## src/rtl/mtdm_pkg.sv

```systemverilog
// Shared types and constants for the multitap delay mixer.
// Register map, command word between controller and datapath, arithmetic widths.
`timescale 1ns / 1ps
`default_nettype none

package mtdm_pkg;

  localparam int REG_W      = 3;
  localparam int DATA_W     = 16;
  localparam int SAMPLE_W   = 16;
  localparam int GAIN_W     = 16;
  localparam int DELAY_W    = 12;
  localparam int COUNT_W    = 2;
  localparam int CFG_TAPS   = 3;
  localparam int TAP_IDX_W  = 2;
  localparam int PROD_W     = SAMPLE_W + GAIN_W + 1;
  localparam int ACC_W      = PROD_W + 2;
  localparam int LO_W       = 18;
  localparam int HI_W       = ACC_W - LO_W;
  localparam int LO_PROD_W  = LO_W + GAIN_W;
  localparam int HI_PROD_W  = HI_W + GAIN_W + 1;
  localparam int TOT_W      = HI_PROD_W + LO_W;
  localparam int FRAC_SHIFT = 24;
  localparam int Y_W        = TOT_W - FRAC_SHIFT;

  typedef enum logic [REG_W-1:0] {
    REG_ACTIVE_TAPS = 3'd0,
    REG_OUT_GAIN    = 3'd1,
    REG_TAP0_DELAY  = 3'd2,
    REG_TAP1_DELAY  = 3'd3,
    REG_TAP2_DELAY  = 3'd4,
    REG_TAP0_GAIN   = 3'd5,
    REG_TAP1_GAIN   = 3'd6,
    REG_TAP2_GAIN   = 3'd7
  } cfg_reg_e;

  typedef struct packed {
    logic                 wr;
    logic                 rd;
    logic [TAP_IDX_W-1:0] rd_tap;
    logic                 mac;
    logic                 mul_lo;
    logic                 mul_hi;
    logic                 load;
  } mtdm_cmd_t;

endpackage

`default_nettype wire

```

## src/rtl/mtdm_ctrl.sv

```systemverilog
// Sequencing controller of the multitap delay mixer.
// Steps write, tap reads, multiply-accumulates, scaling and output load; uses mtdm_pkg.
`timescale 1ns / 1ps
`default_nettype none

module mtdm_ctrl import mtdm_pkg::*; (
  input  wire logic               clk_i,
  input  wire logic               rst_ni,
  input  wire logic               in_valid_i,
  output logic                    in_stall_o,
  output logic                    out_valid_o,
  input  wire logic               out_stall_i,
  input  wire logic [COUNT_W-1:0] n_taps_i,
  output mtdm_cmd_t               cmd_o
);

  typedef enum logic [2:0] {
    S_IDLE,
    S_TAP,
    S_MUL_LO,
    S_MUL_HI,
    S_DONE
  } state_e;

  state_e             state_q;
  logic [COUNT_W-1:0] cnt_q;
  logic               out_valid_q;

  always_comb begin
    cmd_o        = '0;
    cmd_o.wr     = (state_q == S_IDLE) && in_valid_i;
    cmd_o.rd     = (state_q == S_TAP) && (cnt_q < n_taps_i);
    cmd_o.rd_tap = cnt_q;
    cmd_o.mac    = (state_q == S_TAP) && (cnt_q != '0);
    cmd_o.mul_lo = (state_q == S_MUL_LO);
    cmd_o.mul_hi = (state_q == S_MUL_HI);
    cmd_o.load   = (state_q == S_DONE) && (!out_valid_q || !out_stall_i);
  end

  always_ff @(posedge clk_i or negedge rst_ni) begin
    if (!rst_ni) begin
      state_q     <= S_IDLE;
      cnt_q       <= '0;
      out_valid_q <= 1'b0;
    end else begin
      if (cmd_o.load) begin
        out_valid_q <= 1'b1;
      end else if (!out_stall_i) begin
        out_valid_q <= 1'b0;
      end
      case (state_q)
        S_IDLE: begin
          cnt_q <= '0;
          if (in_valid_i) begin
            state_q <= S_TAP;
          end
        end
        S_TAP: begin
          cnt_q <= cnt_q + COUNT_W'(1);
          if (cnt_q == n_taps_i) begin
            state_q <= S_MUL_LO;
          end
        end
        S_MUL_LO: state_q <= S_MUL_HI;
        S_MUL_HI: state_q <= S_DONE;
        S_DONE: begin
          if (cmd_o.load) begin
            state_q <= S_IDLE;
          end
        end
        default: state_q <= S_IDLE;
      endcase
    end
  end

  assign in_stall_o  = (state_q != S_IDLE);
  assign out_valid_o = out_valid_q;

endmodule

`default_nettype wire

```

## config.mk

```make
export PLATFORM = sky130hd
export DESIGN_NAME = mtdm_ctrl
export DESIGN_NICKNAME = d
export VERILOG_FILES = /design/src/rtl/mtdm_pkg.sv /design/src/rtl/mtdm_ctrl.sv
export SDC_FILE = /design/constraint.sdc
export NUM_CORES = 1
export LEC_CHECK = 0
export BUFFER_PORTS_ARGS = -buffer_cell sky130_fd_sc_hd__buf_2
export CAP_MARGIN = 20
export CORE_AREA = 5 5 42 44
export CTS_CLUSTER_DIAMETER = 40
export CTS_CLUSTER_SIZE = 10
export DETAILED_ROUTE_END_ITERATION = 10
export DIE_AREA = 0 0 47 49
export HOLD_SLACK_MARGIN = 0.06
export PLACE_DENSITY = 0.56
export SYNTH_ARGS = -nofsm -noshare
export SYNTH_HDL_FRONTEND = slang
export SYNTH_SLANG_ARGS = --single-unit
export TNS_END_PERCENT = 20
```

## constraint.sdc

```tcl
create_clock -name clk_i -period 1.1 [get_ports clk_i]
set_clock_uncertainty 0.2 [all_clocks]
set_input_delay 0 -clock clk_i [delete_from_list [all_inputs] [get_ports clk_i]]
set_output_delay 0 -clock clk_i [all_outputs]
set_load 0.005 [all_outputs]
```

==> results of run 1 <==
## synth_stat cells
master / count
a21oi_1: 3
ha_1: 3
o21ai_0: 2
nor3b_1: 1
or3_4: 1
nor2_1: 2
o21bai_1: 2
and3b_1: 1
buf_2: 1
nor2_2: 2
inv_1: 4
nor2b_1: 2
nor3_1: 1
nand2b_1: 1
nand2_1: 6
nand3_1: 3
dfrtp_1: 6
## critical path, delay by kind of cell (launching register included)
| kind | cells | cell delay [ns] |
|---|---|---|
| buffers and inverters | 1 | 0.11 |
| DFF | 1 | 0.43 |
| and+or+nand+nor | 2 | 0.48 |
## metrics by stage
stage	instances	TNS, ns	setup WS [ns]
6_report	86	-2.37	-0.367
5_1_grt	86	-3.04	-0.419
2_1_floorplan	41	-0.259	-0.0710
3_5_place_dp	76	-0.722	-0.159
3_3_place_gp	76	-0.605	-0.141
4_1_cts	85	-2.33	-0.362
## layout make-up
cell class | instances | share of cell area, %
Tap cell | 16 | 3.19
Inverter | 4 | 2.39
Clock buffer | 3 | 3.59
Sequential cell | 6 | 24.3
Timing Repair Buffer | 27 | 28.5
Multi-Input combinational cell | 30 | 38.0
## flip-flops by register name, summed over array words and instances (netlist names)
register / cells
state_q: 3
cnt_q: 2
out_valid_o: 1
## power groups by stage
stage,Combinational (mW),Sequential [mW],Clock [mW]
finish,0.995,0.444,0.203
global route,1.11,0.462,0.227
CTS,0.854,0.441,0.212
detailed placement,0.765,0.437,0
global placement,0.742,0.435,0
floorplan,0.451,0.390,0
## per-layer routing
layer	up-vias	routed length [um]	GRT usage (%)
li1	194	-	-
met1	178	354	9.87
met2	10	548	14.9
met3	2	50	3.32
met4	0	8	5.53
met5	-	0	0
## final timing paths
| kind | startpoint | endpoint | cells past startpoint |
|---|---|---|---|
| min in group asynchronous | rst_ni | state_q[2]$_DFFE_PN0P_ | 3 |
| max in group asynchronous | rst_ni | state_q[0]$_DFFE_PN0P_ | 3 |
| max reg2reg | state_q[1]$_DFFE_PN0P_ | state_q[0]$_DFFE_PN0P_ | 4 |
| min reg2reg | out_valid_o$_DFFE_PN0P_ | out_valid_o$_DFFE_PN0P_ | 2 |
| max | state_q[1]$_DFFE_PN0P_ | cmd_o[7] | 3 |
| min | n_taps_i[0] | state_q[0]$_DFFE_PN0P_ | 5 |
## timing repair
item                       CTS  global route
hold endpoints to repair    10             1
setup endpoints to repair   12            13
pin swaps                    1             3
setup buffers                2             1
resized for setup            5             8
## cells by family after synthesis
kind of cell / after synthesis
adders and majority gates: 3
DFF: 6
buffers and inverters: 5
AOI/OAI and AO/OA: 7
and+or+nand+nor: 20
==> results.md, run 1 <==
* Outcome: complete, but fails checks
* Violated checks: negative hold slack, negative setup slack
* Worst R2R Setup Slack at -0.18 ns
* Number of fill cells in the layout at 160
* RSZ-0062 raised after global routing: yes
* Register Area at 153 um2
* First-pass GRT wire length at ~1500 um
* Count of cell types in the netlist at 17
* Post-synth top area cell: dfrtp_1
* Post-DRT Antenna Nets at 0
* Critical Path RT at 0.90 ns
* Worst Hold Class: primary input to flip-flop
* Root buffer cell: clkbuf_4
* Cells after Synth at 41
* CTS Buffer Depth at 2
* Reg clk slew, reported paths at approximately 0.04 ns
* Final Util at between 40% and 50%
* Area taken by multi-input logic gates at 239 um2
* GRT Total Usage at slightly above 9%
* Compound-Gate Fraction of Synth Area at approximately 11%
* Die X-Extent at roughly 47 um
* Setup crit end kind: output pin
* Clock latency at the later pin of the worst-skew pair at 0.24 ns
* Final Max Slew Viols at 0
* Pint at 1.02 mW
* DR WL/cell at 11.2 um
* Crit share post-route at 133%
* Post-synthesis mux area share at 0%
* DR vias at 384
* Hold-fix buffers, CTS at 4
* Fin nets at 81
* Antenna Diode Count at 0
* Core box area at 1400 um2
* PnR worst setup slack at -0.367 ns
* Total length of routed wires at 961 um
* Design Power at 1.64 mW
* Element type at the critical path start: flip-flop
* VDD IR max at about 1200 uV
* Final Setup Violations at 12
* Synth Area per Inst at 8.70 um2
* Critical path class: flip-flop to output pin
* Num CTS Buffers at 3
* I/O Buffers at 15
* NetSw at 0.625 mW
* Adder-cell share of the synthesized area at 10.5%
* Worst-margin pin slew at approximately 0.18 ns
* Critical Path Fanout Max at 5
* Hold_ws at -0.0301 ns
* Starting Density at about 25%
* Cell Pwr Density at 2620 nW/um2
* Leak Pwr at 0.328 nW
* Routability cong. at between 0.6 and 0.7
* Vias in the first global route at ~370
* Final Hold Fails at 1
* Site Rows at 14
* Post-DP HPWL at 639 um
* Drt pass-1 iters at 2
* Area grow syn2layout at 76.1%
* GRT overflow at 0
* Final instance area at roughly 630 um2
* CP max-delay cell: dfrtp_2
* Residual DRC at 0
* Post-Syn Area at 357 um2
* Syn nets at 50
* Average vias per placed instance at 4.47
* Layout cells sized above 1 at 58.6%
* Area after DPL at 484 um2
* Sequential area share after synthesis at a little over two fifths
* Clock sinks at 6
* WP data arrival at 1.27 ns
* Fmax at 0.682 GHz
* Gate power share at 60.6%
* Worst-path cell chain: or3_4 -> nor2_2 -> buf_2
* Die height at 49 um
* Yosys warnings at 0
* CTS tree: built
* Crit path largest cell delay at ~0.43 ns
* Simple-Gate Fraction of Synth Area at 30.5%
* Initial DRC count at 2
* Clock share of power at 12.4%
* Synth top area share at a little over two fifths
* I/O Pins at 16
* Final Critical Period at 1.47 ns
* Initial antenna violation count at 0
* Max-Cap Viols at 0
* Synth Register Bits at 6
* Most frequent cells in the layout: 15 x buf_2, 7 x buf_4, 6 x nand2_1, 4 x dfrtp_1, 4 x dlygate4sd3_1
* Switching fraction of total power at 38.1%
* H-tree depth at 1
* Synth top area cells: dfrtp_1 42%, ha_1 11%, nand2_1 6.3%
* Post-Synth XOR/XNOR Area at 0%
* Largest family of logic cells by synthesized area: simple AND/OR/NAND/NOR gates
* Max_slew headroom at 87.9%
* Pin count of the biggest net entering global routing at 11
* Die area at 2300 um2
* Sequential share of power at roughly 27%
* Most common cell after layout, fill and taps aside: buf_2
(Power assumes the default switching activity.)
==> run 2, diff against run 1 <==
PLACE_DENSITY = not set   (was 0.56)
==> results.md, run 2 (synthesized netlist as in run 1, its figures left out) <==
* Max-Cap Viols at 0
* Post-DRT Antenna Nets at 0
* Reg2reg path depth at 4
* Final instance area at 607 um2
* Starting Density at 25.4%
* Hold depth at 5
* Non-Filler Instances at 84
* Reg-to-reg critical path startpoint: state_q[1]$_DFFE_PN0P_
* Final Hold Fails at 1
* Setup crit end kind: output pin
* Final Max Slew Viols at 0
* Core box area at 1400 um2
* Worst R2R End: state_q[1]$_DFFE_PN0P_
* Worst Hold Class: primary input to flip-flop
* Die area at 2300 um2
* Worst-margin pin slew at 0.172 ns
* Area grow syn2layout at 70.2%
* Number of fill cells in the layout at 160
* Worst-path cell chain: or3_4 -> nor2_2 -> buf_2
* Total length of routed wires at 919 um
* CTS Buffer Depth at 2
* Initial DRC count at 2
* Area after DPL at 484 um2
* Post-DP HPWL at 622 um
* Pre-CTS setup slack at -0.157 ns
* Antenna Diode Count at 0
* Most common cell after layout, fill and taps aside: buf_2
* Average vias per placed instance at 4.38
* H-tree depth at 1
* Vias in the first global route at 360
* Critical Path Fanout Max at 6
* Clock latency at the later pin of the worst-skew pair at between 0.2 and 0.25 ns
* Residual DRC at 0
* Die X-Extent at approximately 47 um
* WP data arrival at 1.26 ns
* Crit path largest cell delay at 0.43 ns
* DR vias at 368
* CTS tree: built
* Cell Pwr Density at 2580 nW/um2
* Layout cells sized above 1 at 54.4%
* Critical path class: flip-flop to output pin
* Max reg flops at 3
* Fin nets at a little under 80
* PnR worst setup slack at -0.358 ns
* Drt pass-1 iters at 2
* GRT Total Usage at ~8.7%
* CP max-delay cell: dfrtp_2
* Die height at 49 um
* Clock sinks at 6
* Initial antenna violation count at 0
* CP bufs+invs at 1
* Routability cong. at 0.707
* Worst R2R Setup Slack at -0.08 ns
* Register Area at 153 um2
* Hold_ws at -0.00354 ns
* Num CTS Buffers at 3
* Hold path start: n_taps_i[0]
* VDD IR max at 1080 uV
* Reg clk slew, reported paths at ~0.05 ns
* First-pass GRT wire length at 1430 um
* Element type at the critical path start: flip-flop
* Outcome: complete, but fails checks
* DR WL/cell at 10.9 um
* Final Critical Period at 1.46 ns
* Placed Cells at 76
* GRT overflow at 0
* Pin count of the biggest net entering global routing at 10
* Violated checks: negative hold slack, negative setup slack
* Most frequent cells in the layout: 15 x buf_2, 6 x nand2_1, 6 x buf_4, 4 x dfrtp_1, 4 x dlygate4sd3_1
* Fmax at 0.686 GHz
* Most flop-heavy register: state_q
* Critical Path RT at around 0.90 ns
* Delay-heaviest family, CP: simple AND/OR/NAND/NOR gates
* I/O Buffers at 15
* Crit share post-route at 133%
* Max_slew headroom at 88.5%
* Leak Pwr at 0.314 nW
* RSZ-0062 raised after global routing: yes
* Hold-fix buffers, CTS at 4
* Root buffer cell: clkbuf_4
* I/O Pins at 16
* Site Rows at 14
* Area taken by multi-input logic gates at ~240 um2
* Hold Path Sink: state_q[0]$_DFFE_PN0P_
* Final Setup Violations at 11
run 2: cell types whose count changed in the layout (fill, tap and decap cells not counted), sizes merged:
cell / delta
buf: -2
run 2: power by group:
part	internal, mW	switching, mW	leakage, nW
logic	0.525	0.394	0.225
registers	0.320	0.121	0.0759
clock network	0.124	0.0830	0.0138
run 2: area by class of cell:
class                           instances  share of cell area, %
Timing Repair Buffer                   25                   26.4
Clock buffer                            3                   3.71
Inverter                                4                   2.47
Sequential cell                         6                   25.2
Multi-Input combinational cell         30                   39.0
Tap cell                               16                   3.30
run 2: per-stage QoR:
stage,setup TNS (ns),utilization [%],total power [mW]
final,-2.04,43.3,1.57
after global routing,-2.80,43.3,1.72
after CTS,-2.19,42.1,1.53
after detailed placement,-0.620,34.6,1.18
after global placement,-0.572,34.6,1.18
after floorplan,-0.259,-,0.842
run 2: worst max path at each step:
stage | start | to | slack [ns] | cells after the start
2_1_floorplan | cnt_q[1]$_DFFE_PN0P_ | cmd_o[6] | -0.07 | 3
3_3_place_gp | cnt_q[1]$_DFFE_PN0P_ | cmd_o[6] | -0.14 | 4
3_5_place_dp | cnt_q[1]$_DFFE_PN0P_ | cmd_o[6] | -0.16 | 4
4_1_cts | state_q[1]$_DFFE_PN0P_ | cmd_o[7] | -0.37 | 3
5_1_grt | state_q[1]$_DFFE_PN0P_ | cmd_o[7] | -0.42 | 3
6_report | state_q[1]$_DFFE_PN0P_ | cmd_o[7] | -0.36 | 3
run 2: tightest hold or removal path, cell delays in order:
cell and delay (ns):
buf_2 0.11, ha_4 0.14, nand2_1 0.04, nand2_1 0.07, a21oi_2 0.05
run 2: repair_timing:
| action | in CTS | in global routing |
|---|---|---|
| endpoints found under the hold margin | 10 | 1 |
| setup endpoints to repair | 12 | 12 |
| gates resized for setup | 8 | 4 |
| setup buffers | 1 | 0 |
| pin swaps | 2 | 0 |
| gates cloned | 0 | 0 |
run 2: routing by layer:
layer  global-route usage [%]  part of all wire (%)
met3                     2.21                   9.2
met5                        0                     0
met2                     13.3                    48
met4                     5.53                   1.8
met1                     10.2                    41
==> run 3, diff against run 2 <==
CTS_BUF_LIST = sky130_fd_sc_hd__clkbuf_8   (was not set)
==> results.md, run 3 (synthesized netlist as in run 1, its figures left out) <==
* Outcome: complete, but fails checks
* Violated checks: negative setup slack
* GRT Total Usage at 8.90%
* Final Hold Fails at 0
* Core box area at 1400 um2
* CP max-delay cell: dfrtp_1
* Die X-Extent at 47 um
* Crit share post-route at 129%
* H-tree depth at 1
* Worst-margin pin slew at 0.156 ns
* First-pass GRT wire length at roughly 1400 um
* Antenna Diode Count at 0
* Reg-to-reg critical path startpoint: cnt_q[1]$_DFFE_PN0P_
* Critical path class: flip-flop to output pin
* Most common cell after layout, fill and taps aside: buf_2
* Average vias per placed instance at about 4.3
* Element type at the critical path start: flip-flop
* Starting Density at around a quarter
* GRT overflow at 0
* Vias in the first global route at 362
* Number of fill cells in the layout at 162
* Worst R2R End: cnt_q[1]$_DFFE_PN0P_
* Post-DRT Antenna Nets at 0
* I/O Buffers at 15
* Hold depth at 5
* CTS tree: built
* Residual DRC at 0
* Setup crit end kind: output pin
* Final Setup Violations at 11
* DR vias at 370
* Total length of routed wires at about 910 um
* Worst Hold Class: primary input to flip-flop
* Critical Path RT at roughly 0.9 ns
* Post-DP HPWL at 622 um
* Hold Path Sink: state_q[0]$_DFFE_PN0P_
* Pin count of the biggest net entering global routing at 10
* Reg2reg path depth at 5
* Cell Pwr Density at 2660 nW/um2
* Initial antenna violation count at 0
* Reg clk slew, reported paths at 0.04 ns
* Final Max Slew Viols at 0
* Worst R2R Setup Slack at -0.14 ns
* CP bufs+invs at 1
* Crit path largest cell delay at 0.40 ns
* PnR worst setup slack at -0.317 ns
* Hold path start: n_taps_i[0]
* Initial DRC count at 4
* Layout cells sized above 1 at 54.3%
* Fin nets at 81
* Non-Filler Instances at 86
* Max_slew headroom at 89.6%
* Area after DPL at 484 um2
* Fmax at roughly 0.71 GHz
* Placed Cells at 76
* VDD IR max at 1090 uV
* Final instance area at 626 um2
* Routability cong. at 0.707
* Most flop-heavy register: state_q
* Leak Pwr at 0.324 nW
* Worst-path cell chain: ha_4 -> nor2b_1 -> nor3_1 -> buf_2
* Most frequent cells in the layout: 15 x buf_2, 8 x buf_4, 6 x nand2_1, 4 x dfrtp_1, 4 x dlygate4sd3_1
* I/O Pins at 16
* Area taken by multi-input logic gates at around 220 um2
* Delay-heaviest family, CP: flip-flops
* RSZ-0062 raised after global routing: yes
* Max reg flops at 3
* WP data arrival at 1.22 ns
* Max-Cap Viols at 0
* Drt pass-1 iters at 2
* Area grow syn2layout at 75.4%
* Clock latency at the later pin of the worst-skew pair at 0.22 ns
* Register Area at 153 um2
* Clock sinks at 6
* Root buffer cell: clkbuf_8
* Hold_ws at 0.0174 ns
* DR WL/cell at 10.6 um
* Die area at 2300 um2
* Num CTS Buffers at 3
* Critical Path Fanout Max at 3
* Die height at 49 um
* Design Power at 1.66 mW
* Final setup TNS at -2.04 ns
* Final Critical Period at 1.42 ns
* CTS Buffer Depth at 2
* Hold-fix buffers, CTS at 4
* Site Rows at 14
run 3: layout make-up:
class	instances	share of cell area (%)
multi-input combinational	30	35.4
sequential	6	24.4
timing repair buffer	27	28.0
clock buffer	3	6.60
inverter	4	2.40
tap	16	3.20
run 3: per-stage QoR:
stage | worst slack (ns) | utilization, %
2_1_floorplan | -0.0710 | -
3_3_place_gp | -0.141 | 34.6
3_5_place_dp | -0.157 | 34.6
4_1_cts | -0.331 | 44.1
5_1_grt | -0.378 | 44.6
6_report | -0.317 | 44.6
run 3: routing by layer:
metal | vias up | global-route usage, % | routed length, um
met5 | - | 0 | 0
met4 | 0 | 5.53 | 16
met3 | 2 | 3.32 | 76
met2 | 14 | 13.3 | 427
met1 | 157 | 10.2 | 387
li1 | 197 | - | -
run 3: worst max-delay path by stage:
stage,from,to,cells after the start
6_report,cnt_q[1]$_DFFE_PN0P_,cmd_o[6],4
5_1_grt,state_q[2]$_DFFE_PN0P_,cmd_o[7],3
4_1_cts,state_q[2]$_DFFE_PN0P_,cmd_o[7],3
3_5_place_dp,cnt_q[1]$_DFFE_PN0P_,cmd_o[6],4
3_3_place_gp,cnt_q[1]$_DFFE_PN0P_,cmd_o[6],4
2_1_floorplan,cnt_q[1]$_DFFE_PN0P_,cmd_o[6],3
run 3: power by group:
group	switching, mW	internal [mW]
sequential	0.114	0.321
clock	0.0943	0.235
combinational	0.380	0.518
total	0.588	1.07
run 3: what timing repair did:
action,CTS,global route
hold endpoints to repair,10,1
pin swaps,0,3
setup buffers,3,0
setup endpoints to repair,12,13
gates resized for setup,7,2
run 3: worst reg2reg max path: cells and delay by family (launching register included):
kind	cells	cell delay (ns)
buffers and inverters	2	0.20
adder cells (fa/ha/maj)	1	0.21
flip-flops	1	0.40
AND/OR/NAND/NOR	1	0.06
AO/OA/AOI/OAI	1	0.06
