File: src/rtl/mtdm_pkg.sv
// Shared types and constants for the multitap delay mixer.
// Register map, command word between controller and datapath, arithmetic widths.
`timescale 1ns / 1ps
`default_nettype none

package mtdm_pkg;

  localparam int REG_W      = 3;
  localparam int DATA_W     = 16;
  localparam int SAMPLE_W   = 16;
  localparam int GAIN_W     = 16;
  localparam int DELAY_W    = 12;
  localparam int COUNT_W    = 2;
  localparam int CFG_TAPS   = 3;
  localparam int TAP_IDX_W  = 2;
  localparam int PROD_W     = SAMPLE_W + GAIN_W + 1;
  localparam int ACC_W      = PROD_W + 2;
  localparam int LO_W       = 18;
  localparam int HI_W       = ACC_W - LO_W;
  localparam int LO_PROD_W  = LO_W + GAIN_W;
  localparam int HI_PROD_W  = HI_W + GAIN_W + 1;
  localparam int TOT_W      = HI_PROD_W + LO_W;
  localparam int FRAC_SHIFT = 24;
  localparam int Y_W        = TOT_W - FRAC_SHIFT;

  typedef enum logic [REG_W-1:0] {
    REG_ACTIVE_TAPS = 3'd0,
    REG_OUT_GAIN    = 3'd1,
    REG_TAP0_DELAY  = 3'd2,
    REG_TAP1_DELAY  = 3'd3,
    REG_TAP2_DELAY  = 3'd4,
    REG_TAP0_GAIN   = 3'd5,
    REG_TAP1_GAIN   = 3'd6,
    REG_TAP2_GAIN   = 3'd7
  } cfg_reg_e;

  typedef struct packed {
    logic                 wr;
    logic                 rd;
    logic [TAP_IDX_W-1:0] rd_tap;
    logic                 mac;
    logic                 mul_lo;
    logic                 mul_hi;
    logic                 load;
  } mtdm_cmd_t;

endpackage

`default_nettype wire

File: src/rtl/mtdm_cfg.sv
// Configuration registers of the multitap delay mixer.
// Clamps tap count and tap delays to the built size; depends on mtdm_pkg.
`timescale 1ns / 1ps
`default_nettype none

module mtdm_cfg import mtdm_pkg::*; #(
  parameter int DEPTH = 4096,
  parameter int TAPS  = 3
) (
  input  wire logic                                  clk_i,
  input  wire logic                                  rst_ni,
  input  wire logic                                  cfg_we_i,
  input  wire logic [REG_W-1:0]                      cfg_idx_i,
  input  wire logic [DATA_W-1:0]                     cfg_data_i,
  output logic      [COUNT_W-1:0]                    n_taps_o,
  output logic      [GAIN_W-1:0]                     out_gain_o,
  output logic      [CFG_TAPS-1:0][$clog2(DEPTH)-1:0] tap_delay_o,
  output logic      [CFG_TAPS-1:0][GAIN_W-1:0]       tap_gain_o
);

  localparam int AW   = $clog2(DEPTH);
  localparam int NTAP = (TAPS < CFG_TAPS) ? TAPS : CFG_TAPS;

  logic [COUNT_W-1:0]                active_q;
  logic [GAIN_W-1:0]                 master_q;
  logic [CFG_TAPS-1:0][DELAY_W-1:0]  delay_q;
  logic [CFG_TAPS-1:0][GAIN_W-1:0]   gain_q;

  always_ff @(posedge clk_i or negedge rst_ni) begin
    if (!rst_ni) begin
      active_q <= COUNT_W'(1);
      master_q <= '0;
      delay_q  <= '0;
      gain_q   <= '0;
    end else if (cfg_we_i) begin
      case (cfg_reg_e'(cfg_idx_i))
        REG_ACTIVE_TAPS: active_q <= cfg_data_i[COUNT_W-1:0];
        REG_OUT_GAIN:    master_q <= cfg_data_i[GAIN_W-1:0];
        default: begin
          for (int t = 0; t < NTAP; t++) begin
            if (cfg_idx_i == REG_W'(int'(REG_TAP0_DELAY) + t)) begin
              delay_q[t] <= cfg_data_i[DELAY_W-1:0];
            end
            if (cfg_idx_i == REG_W'(int'(REG_TAP0_GAIN) + t)) begin
              gain_q[t] <= cfg_data_i[GAIN_W-1:0];
            end
          end
        end
      endcase
    end
  end

  always_comb begin
    if (active_q == '0) begin
      n_taps_o = COUNT_W'(1);
    end else if (int'(active_q) > NTAP) begin
      n_taps_o = COUNT_W'(NTAP);
    end else begin
      n_taps_o = active_q;
    end
    for (int t = 0; t < CFG_TAPS; t++) begin
      if (int'(delay_q[t]) > DEPTH - 1) begin
        tap_delay_o[t] = AW'(DEPTH - 1);
      end else begin
        tap_delay_o[t] = AW'(delay_q[t]);
      end
    end
  end

  assign out_gain_o = master_q;
  assign tap_gain_o = gain_q;

endmodule

`default_nettype wire

File: config.mk
export PLATFORM = sky130hd
export DESIGN_NAME = mtdm_cfg
export DESIGN_NICKNAME = d
export VERILOG_FILES = /design/src/rtl/mtdm_pkg.sv /design/src/rtl/mtdm_cfg.sv
export SDC_FILE = /design/constraint.sdc
export NUM_CORES = 1
export LEC_CHECK = 0
export BUFFER_PORTS_ARGS = -buffer_cell sky130_fd_sc_hd__buf_2
export CAP_MARGIN = 25
export CORE_AREA = 2 2 103 85
export DETAILED_ROUTE_END_ITERATION = 8
export DIE_AREA = 0 0 105 87
export PLACE_DENSITY_LB_ADDON = 0.15
export REMOVE_ABC_BUFFERS = 1
export SETUP_SLACK_MARGIN = 0.4
export SYNTH_ARGS = -nofsm -noshare
export SYNTH_HDL_FRONTEND = slang
export SYNTH_SLANG_ARGS = --single-unit
File: constraint.sdc
create_clock -name clk_i -period 1.45 [get_ports clk_i]
set_input_delay 0.0725 -clock clk_i [delete_from_list [all_inputs] [get_ports clk_i]]
set_output_delay 0.0725 -clock clk_i [all_outputs]
set_load 0.005 [all_outputs]
==> key figures, run 1 <==
Status
  – Status: completed

Final layout
  – FILL cells: slightly below 700
  – Area Overhead vs Synth: 25.7%
  – ANT cells: 0
  – # nets final: 383
  – Layout cells sized above 1: 0.699
  – Final core occ: 0.610

Yosys
  – Avg Inst Size Synth: 17.6 um2
  – Ys flop type: dfrtp_1
  – Synth Area in XOR/XNOR: 0
  – Ys async rst share: 1.00
  – Flop and latch count out of synthesis: 102
  – Largest family of logic cells by synthesized area: multiplexers
  – Synth top cells by count: dfrtp_1 (101), mux2_2 (92), mux2_4 (10), buf_4 (5)
  – Top-area cell type share of the netlist area: 0.636
  – Post-Synth Adder-Cell Area: 0
  – Synth Area in Compound Gates: 0
  – Post-Synth Simple-Gate Area: 0.0306
  – Post-synth top area cell: dfrtp_1
  – Synth Warn #: 0
  – Post-Syn Instances: 226
  – Synth cell types: 16
  – Sequential element share of the synthesized area: 0.643
  – Mux cell area share after synthesis: 0.299
  – Count leader, synth: dfrtp_1
  – Post-synth EDFFs: 0
  – Mapped Area: 3970 um2
  – Cells taking the most area after synthesis: dfrtp_1 (64%), mux2_2 (26%), mux2_4 (3.8%)

Placement
  – Hpwl dp: roughly 5600 um
  – # port buffers: 123
  – Gp weighted congestion: 0.730

Setup path
  – CP Buf/Inv Count: 1
  – Kind of critical path: reg2out
  – Crit path cell chain: nand2b_1 -> buf_2
  – Startpoint class of the critical path: flip-flop
  – Crit-path max cell delay: 0.54 ns
  – FF-to-FF Start: out_gain_o[9]
  – CP Depth: 2
  – CP top delay family: flip-flops
  – Worst setup EP type: output pin
  – Slowest CP cell: dfstp_2
  – Crit Reg-Reg Endpoint: out_gain_o[9]
  – Worst r2r path cells: 1
  – CP Launch Point: active_q[0]
  – WP data arrival: roughly 1.1 ns
  – Crit path max fanout: 2
  – Crit path to: n_taps_o[0]
  – Critical Path RT: approximately 1.4 ns
  – Worst reg2reg setup slack: roughly 0.67 ns

Floorplan
  – Num ports: ~120
  – Core Rows: 30
  – Initial core utilization: 0.485
  – Die Wd: 105 um
  – Die Area: 9140 um2
  – Core area: 8180 um2
  – Die Y: 87 um

Global routing
  – First-pass GRT wire length: 13600 um
  – GRT overflow: 0
  – GRT Total Usage: 0.196
  – Initial antenna violation count: 0
  – Largest net degree at the start of global routing: 34
  – Number of global-route vias before repair: 2477

STA
  – Hold slack final: 0.0355 ns
  – FMAX: 867 MHz
  – Min Clock Period, post-route: around 1.2 ns
  – Measured slew at the worst slew-check pin: between 0.4 and 0.5 ns
  – RSZ-0062 raised after global routing: true
  – Final setup violation count: 0
  – Clock Skew: 0 ns
  – Hold Vio Cnt, Final: 0
  – TNS Setup: 0 ns
  – Final Max Tran Viols: 0
  – Final worst-path cycle share: 0.795
  – Slew margin rel.: 0.679

Flow run
  – Max-cap violation count: 0

CTS
  – Clk pin slew, worst setup/hold paths: 0.10 ns
  – CTS Buf Count: 9
  – CTS tree: built
  – Worst skew pair latency: about 0.35 ns
  – CTS Buffer Depth: 2
  – CTS H-tree depth: 3
  – CTS sink count: slightly above 100
  – Root Driver: clkbuf_8

Route
  – DRT antenna net count: 0
  – WL/cell: 17.3 um
  – Vias: 2391
  – Iter 0 DRT Violations: 48
  – Post-route DRC: 0
  – Post-Route WL: 8290 um
  – Pre-antenna DRT Iters: 4
  – Via density: about 5

Power and ir drop
  – Worst VDD drop: 0.907 mV
  – Leak: 2.43 nW
  – Power per cell area: between 1000 and 1500 nW/um2

Worst hold path
  – Hold WC Path Type: in2reg
sequential cells by signal (all words and copies together), names as in the netlist:
signal,cells
tap_delay_o,36
active_q,2
tap_gain_o,48
out_gain_o,16
cell type report:
| class | instances | area (um2) | share of cell area |
|---|---|---|---|
| Tap cell | 112 | 140 | 0.0281 |
| Clock buffer | 10 | 138 | 0.0276 |
| Clock inverter | 6 | 43.8 | 0.00877 |
| Multi-Input combinational cell | 111 | 1310 | 0.262 |
| Sequential cell | 102 | 2550 | 0.511 |
| Timing Repair Buffer | 137 | 811 | 0.162 |
where the power goes:
part / total (mW) / internal, mW / switching, mW
sequential: 3.77 / 3.47 / 0.304
clock: 1.65 / 0.681 / 0.968
combinational: 1.60 / 0.971 / 0.625
through the flow:
step                      power (mW)  cells  instance area (um2)  setup slack (ns)
after floorplan                 4.51    213                 3860             0.129
final                           7.02    478                 4990             0.297
after global routing            7.46    478                 4990             0.240
after global placement          5.40    457                 4760             0.231
after detailed placement        5.45    457                 4760             0.212
after CTS                       7.13    478                 4990             0.277
repair_timing:
action	in CTS	in global routing
endpoints found under the hold margin	45	0
cloned	0	0
pin swaps	0	0
resized for setup	0	0
setup buffers	0	0
endpoints found under the setup margin	1	1
hold buffers	5	0
logic make-up after synthesis:
group	Yosys count
DFF	102
buffers and inverters	13
and+or+nand+nor	9
muxes	102
cells in the final DEF, fill, tap and decap left out, drive strengths merged, types with 2 or more instances in the layout:
master | Yosys | routed
buf | 12 | 132
mux2 | 102 | 102
dfrtp | 101 | 101
clkbuf | 1 | 10
dlygate4sd3 | 0 | 5
and4bb | 3 | 3
nand4b | 3 | 3
clkinv | 0 | 3
inv | 0 | 2
worst min-delay path by stage:
stage / cells past startpoint / to / from / slack [ns]
2_1_floorplan: 0 / active_q[1] / rst_ni / -0.22
3_3_place_gp: 1 / tap_delay_o[5] / rst_ni / 0.06
3_5_place_dp: 1 / tap_delay_o[5] / rst_ni / 0.06
4_1_cts: 2 / tap_gain_o[36] / cfg_data_i[4] / 0.02
5_1_grt: 2 / out_gain_o[5] / cfg_data_i[5] / 0.02
6_report: 2 / out_gain_o[5] / cfg_data_i[5] / 0.04
routing by layer:
metal	global-route usage	wire length [um]
met4	0.0473	56
met5	0	0
met3	0.0568	432
met2	0.308	3880
met1	0.273	3910
Note: power is estimated with default switching activity, not from simulation.
==> inputs of run 2 (changes only) <==
==> constraint.sdc (replaced) <==
create_clock -name clk_i -period 1.1 [get_ports clk_i]
set_input_delay 0.055 -clock clk_i [delete_from_list [all_inputs] [get_ports clk_i]]
set_output_delay 0.055 -clock clk_i [all_outputs]
set_load 0.005 [all_outputs]
==> run 2 against run 1 <==
Utilization is 17 points higher. The run now ends with negative hold slack, negative setup slack left. Flip-flop and latch count stayed put. Global-route usage is 3.0 points higher. Hold slack worse by 0.41 ns. Highest routed layer unchanged. Clock skew stayed put. Via count is 17% higher. Largest power group unchanged. Critical path depth stayed put.
==> key figures, run 2 (same netlist as run 1, synthesis figures left out) <==
Status
  – Status: complete, but fails checks
  – Failing checks: negative hold slack, negative setup slack

Flow run
  – Max-cap violation count: 0 (unchanged)

STA
  – Final setup violation count: 1 (+1)
  – Clock Skew: 0 ns (unchanged)
  – Setup ws final: -0.0408 ns (-0.337 ns)
  – Hold slack final: -0.378 ns (-0.414 ns)
  – Hold Vio Cnt, Final: 112 (+112)
  – Min Clock Period, post-route: 1.14 ns
  – Final Max Tran Viols: 0 (unchanged)
  – Final worst-path cycle share: 1.04
  – Measured slew at the worst slew-check pin: 0.395 ns (-0.0862 ns)
  – RSZ-0062 raised after global routing: true
  – Slew margin rel.: 0.737 (+0.0575)
  – FMAX: about 900 MHz

Power and ir drop
  – Internal power: 8.09 mW (+58%)
  – Worst VDD drop: 1.28 mV (+41%)
  – Reg power frac: 0.460 (-0.078)
  – Switching share of power: 0.269 (-0.00118)
  – Clk network pwr share: 0.191 (-0.044)
  – Leak: 3.41 nW (+40%)
  – Final Power: 11.1 mW (+58%)
  – Power per cell area: 1730 nW/um2 (+23%)
  – Switch Pwr: 2.98 mW (+57%)
  – Combinational share of power: 0.349 (+0.122)

Final layout
  – Most common cell after layout, fill and taps aside: buf_2
  – Non-Filler Instances: 573 (+20%)
  – Largest register FFs: 48 (unchanged)
  – Area Overhead vs Synth: 61.2%
  – Most frequent cells in the layout: buf_2 (118), mux2_4 (102), dfrtp_1 (101)
  – Final core occ: 0.783 (+0.172)
  – ANT cells: 0 (unchanged)
  – # nets final: 478 (+25%)
  – Layout cells sized above 1: 0.774 (+0.0749)

Setup path
  – Startpoint class of the critical path: flip-flop
  – Crit-path max cell delay: 0.54 ns (about the same)
  – Crit path cell chain: nand2b_1 -> buf_2
  – Worst setup EP type: output pin
  – WP data arrival: 1.09 ns (about the same)
  – Kind of critical path: reg2out
  – Critical Path RT: 1.04 ns (-0.34 ns)
  – Crit path max fanout: 2 (unchanged)
  – Slowest CP cell: dfstp_2

Floorplan
  – Core Rows: 30 (unchanged)
  – Initial core utilization: 0.485 (unchanged)
  – Die Wd: 105 um (unchanged)
  – Die Y: 87 um (unchanged)
  – Die Area: 9140 um2 (unchanged)
  – Num ports: 124 (unchanged)
  – Core area: 8180 um2 (unchanged)

Route
  – Via density: 4.87 (-2.6%)
  – Post-Route WL: 10900 um (+32%)
  – WL/cell: 19.1 um (+10%)
  – Pre-antenna DRT Iters: 4 (unchanged)
  – Post-route DRC: 0 (unchanged)
  – Iter 0 DRT Violations: 81 (+69%)
  – Vias: 2791 (+17%)
  – DRT antenna net count: 0 (unchanged)

Global routing
  – GRT Total Usage: 0.226 (+0.0297)
  – First-pass GRT wire length: 15700 um (+15%)
  – Largest net degree at the start of global routing: 30 (-12%)
  – Number of global-route vias before repair: 2750 (+11%)
  – Initial antenna violation count: 0 (unchanged)
  – GRT overflow: 0 (unchanged)

CTS
  – CTS tree: built
  – CTS sink count: 102 (unchanged)
  – CTS H-tree depth: 3 (unchanged)
  – CTS Buf Count: 9 (unchanged)
  – Worst skew pair latency: 0.35 ns (about the same)
  – Clk pin slew, worst setup/hold paths: 0.10 ns (about the same)
  – Root Driver: clkbuf_8
  – CTS Buffer Depth: 2 (unchanged)

Placement
  – Gp weighted congestion: 0.712 (-2.5%)
  – # port buffers: 123 (unchanged)
  – Hpwl dp: 6270 um (+11%)
  – Inst Count DP: 471 (+3.1%)

Worst hold path
  – Hold WC Path Type: in2async
[run 2: final timing paths]
path | slack (ns) | cells past startpoint | from | endpoint
max reg2reg | 0.18 | 2 | tap_delay_o[9] | tap_delay_o[9]
min | -0.38 | 1 | rst_ni | tap_gain_o[22]
min reg2reg | 0.51 | 1 | tap_gain_o[15] | tap_gain_o[15]
max in group asynchronous | 0.94 | 2 | rst_ni | active_q[0]
max | -0.04 | 2 | active_q[0] | n_taps_o[0]
min in group clk_i | -0.02 | 2 | cfg_data_i[14] | out_gain_o[14]
[run 2: what timing repair did]
action                                 4_1_cts  5_1_grt
resized for setup                          115       36
cloned                                       2        0
endpoints found under the hold margin      117      117
setup buffers                               21       63
setup endpoints to repair                  204      204
pin swaps                                    2        3
[run 2: routing by layer]
| layer | wire (um) | track usage |
|---|---|---|
| met3 | 406 | 0.0651 |
| met2 | 5540 | 0.374 |
| met4 | 85 | 0.0327 |
| met1 | 4910 | 0.307 |
| met5 | 0 | 0 |
[run 2: power by group through the flow]
stage	Sequential [mW]	Clock, mW	Combinational, mW
floorplan	5.11	0	0.830
detailed placement	5.07	0	2.20
global placement	5.03	0	2.15
global route	5.16	2.37	4.11
CTS	5.02	2.17	2.95
finish	5.09	2.11	3.86
[run 2: worst max-delay path: cells and delay by family (launching register included)]
family / cells / cell delay, ns
buf+inv: 1 / 0.10
flops: 1 / 0.54
simple gates: 1 / 0.09
[run 2: cell type report]
cell class                 count  area (um2)
multi-input combinational    111        1680
tap                          112         140
clock inverter                 6        46.3
timing repair buffer         232        1860
fill                         519        1780
sequential                   102        2550
clock buffer                  10         128
[run 2: through the flow]
| step | hold WS (ns) | setup WS [ns] | instance area [um2] | setup TNS, ns |
|---|---|---|---|---|
| 2_1_floorplan | -0.241 | -0.203 | 3860 | -2.71 |
| 6_report | -0.378 | -0.0408 | 6400 | -0.0408 |
| 5_1_grt | -0.396 | -0.0924 | 6400 | -0.0924 |
| 4_1_cts | -0.389 | -0.0523 | 5780 | -0.0523 |
| 3_3_place_gp | 0.00487 | -0.0582 | 4970 | -1.74 |
| 3_5_place_dp | 0.00576 | -0.0843 | 4970 | -2.47 |
==> inputs of run 3 (changes only) <==
--- a/config.mk
+++ b/config.mk
@@ -7,9 +7,9 @@
 export LEC_CHECK = 0
 export BUFFER_PORTS_ARGS = -buffer_cell sky130_fd_sc_hd__buf_2
 export CAP_MARGIN = 25
-export CORE_AREA = 2 2 103 85
+export CORE_AREA = 2 2 107 89
 export DETAILED_ROUTE_END_ITERATION = 8
-export DIE_AREA = 0 0 105 87
+export DIE_AREA = 0 0 109 91
 export PLACE_DENSITY_LB_ADDON = 0.15
 export REMOVE_ABC_BUFFERS = 1
 export SETUP_SLACK_MARGIN = 0.4
==> constraint.sdc (replaced) <==
create_clock -name clk_i -period 1 [get_ports clk_i]
set_input_delay 0.05 -clock clk_i [delete_from_list [all_inputs] [get_ports clk_i]]
set_output_delay 0.05 -clock clk_i [all_outputs]
set_load 0.005 [all_outputs]
==> run 3 against run 2 <==
The flow still finishes with violations (negative hold slack, negative setup slack). First-iteration DRC count fell by 28%. Flip-flop and latch count did not move. Utilization fell by 7.0 points. Global-route usage fell by 1.4 points. Via count fell by 2.3%. Critical path type unchanged. Largest power group unchanged.
==> key figures, run 3 (same netlist as run 1, synthesis figures left out) <==
Setup path
  – Worst setup EP type: output pin
  – CP Buf/Inv Count: 1 (unchanged)
  – Kind of critical path: reg2out
  – Critical Path RT: 0.95 ns (-0.09 ns)
  – Crit path max fanout: 2 (unchanged)
  – Crit-path max cell delay: 0.54 ns (about the same)
  – Slowest CP cell: dfstp_2
  – WP data arrival: 1.09 ns (about the same)
  – Startpoint class of the critical path: flip-flop
  – CP top delay family: flip-flops
  – Crit path cell chain: nand2b_4 -> buf_6

STA
  – Final worst-path cycle share: 1.14
  – Slew margin rel.: 0.836 (+0.0997)
  – Measured slew at the worst slew-check pin: 0.246 ns (-0.150 ns)
  – Setup ws final: -0.141 ns (-0.101 ns)
  – Final Max Tran Viols: 0 (unchanged)
  – RSZ-0062 raised after global routing: true
  – Clock Skew: 0 ns (unchanged)
  – Hold slack final: -0.455 ns (-0.0762 ns)
  – Final setup violation count: 1 (unchanged)
  – FMAX: 876 MHz
  – Hold Vio Cnt, Final: 117 (+4.5%)
  – Min Clock Period, post-route: 1.14 ns

Floorplan
  – Num ports: 124 (unchanged)
  – Die Y: 91 um (+4.6%)
  – Core Rows: 31 (+3.3%)
  – Initial core utilization: 0.451 (-0.0343)
  – Core area: 8800 um2 (+7.6%)
  – Die Wd: 109 um (+3.8%)
  – Die Area: 9920 um2 (+8.6%)

Global routing
  – GRT overflow: 0 (unchanged)
  – Initial antenna violation count: 0 (unchanged)
  – GRT Total Usage: 0.212 (-0.0137)
  – Largest net degree at the start of global routing: 43 (+43%)
  – Number of global-route vias before repair: 2690 (-2.2%)
  – First-pass GRT wire length: 15700 um (+0.13%)

Placement
  – Gp weighted congestion: 0.737 (+3.6%)
  – # port buffers: 123 (unchanged)
  – Inst Count DP: 471 (unchanged)
  – Hpwl dp: 6050 um (-3.5%)

Route
  – Post-Route WL: 10400 um (-5.3%)
  – Vias: 2728 (-2.3%)
  – Via density: 4.92 (+0.91%)
  – DRT antenna net count: 0 (unchanged)
  – Post-route DRC: 0 (unchanged)
  – WL/cell: 18.7 um (-2.3%)
  – Pre-antenna DRT Iters: 4 (unchanged)
  – Iter 0 DRT Violations: 58 (-28%)

Final layout
  – Layout cells sized above 1: 0.764 (-0.0108)
  – Non-Filler Instances: 555 (-3.1%)
  – Most frequent cells in the layout: buf_2 (116), mux2_4 (102), dfrtp_1 (101)
  – Most common cell after layout, fill and taps aside: buf_2
  – ANT cells: 0 (unchanged)
  – # nets final: 458 (-4.2%)
  – Area Overhead vs Synth: 57.9%
  – Largest register FFs: 48 (unchanged)

CTS
  – CTS Buf Count: 9 (unchanged)
  – CTS Buffer Depth: 2 (unchanged)
  – Root Driver: clkbuf_8
  – CTS tree: built
  – Worst skew pair latency: 0.35 ns (about the same)
  – CTS H-tree depth: 3 (unchanged)
  – CTS sink count: 102 (unchanged)
  – Clk pin slew, worst setup/hold paths: 0.09 ns (about the same)

Status
  – Status: complete, but fails checks
  – Failing checks: negative hold slack, negative setup slack

Power and ir drop
  – Power per cell area: 1950 nW/um2 (+13%)
  – Final Power: 12.2 mW (+11%)
  – Worst VDD drop: 1.04 mV (-19%)
  – Leak: 3.33 nW (-2.4%)

Worst hold path
  – Hold WC Path Type: in2async

Flow run
  – Max-cap violation count: 0 (unchanged)
## run 3: cell types whose count changed in the layout (fill, tap and decap cells not counted), moves of 2 or more
cell / delta
buf_4: -10
buf_6: -5
buf_12: -2
buf_2: -2
bufinv_16: +2
clkinv_4: -2
## run 3: area by class of cell
type | count | area [um2]
tap | 115 | 144
clock inverter | 4 | 72.6
clock buffer | 11 | 131
timing repair buffer | 212 | 1680
multi-input combinational | 111 | 1690
fill | 617 | 2530
sequential | 102 | 2550
## run 3: stage by stage
stage	area, um2	TNS [ns]	util	setup WS, ns
3_3_place_gp	4910	-8.81	0.558	-0.157
4_1_cts	5800	-0.150	0.659	-0.150
5_1_grt	6270	-0.245	0.712	-0.192
3_5_place_dp	4910	-10.36	0.558	-0.191
2_1_floorplan	3860	-4.52	-	-0.298
6_report	6270	-0.141	0.712	-0.141
## run 3: power breakdown
part           switching (mW)  internal (mW)  total [mW]
Combinational            1.21           2.70        3.91
Sequential              0.523           5.04        5.56
Clock                    1.36           1.40        2.76
## run 3: worst register-to-register path, stage by stage, from the launching register on
cell     delay [ns]
dfrtp_1        0.43
buf_4          0.15
mux2_4         0.25
## run 3: final timing paths
kind                                  end           start  cells past startpoint  slack (ns)
max                           n_taps_o[0]     active_q[0]                      2       -0.14
min                        tap_gain_o[47]          rst_ni                      1       -0.45
max reg2reg                   active_q[1]     active_q[1]                      2        0.07
min reg2reg                tap_gain_o[44]  tap_gain_o[44]                      1        0.51
max in group asynchronous     active_q[0]          rst_ni                      2        0.93
min in group clk_i         out_gain_o[12]  cfg_data_i[12]                      2       -0.03
## run 3: routing by layer
metal / track usage / vias to the layer above / wire, um
met3: 0.0782 / 5 / 730
met5: 0 / - / 0
met4: 0.0353 / 0 / 56
met2: 0.320 / 88 / 4920
li1: - / 1225 / -
met1: 0.299 / 1410 / 4640
## run 3: what timing repair did
item / CTS / global route
resized for setup: 124 / 23
hold endpoints to repair: 118 / 117
pin swaps: 5 / 2
endpoints found under the setup margin: 204 / 204
setup buffers: 19 / 47
gates cloned: 3 / 0
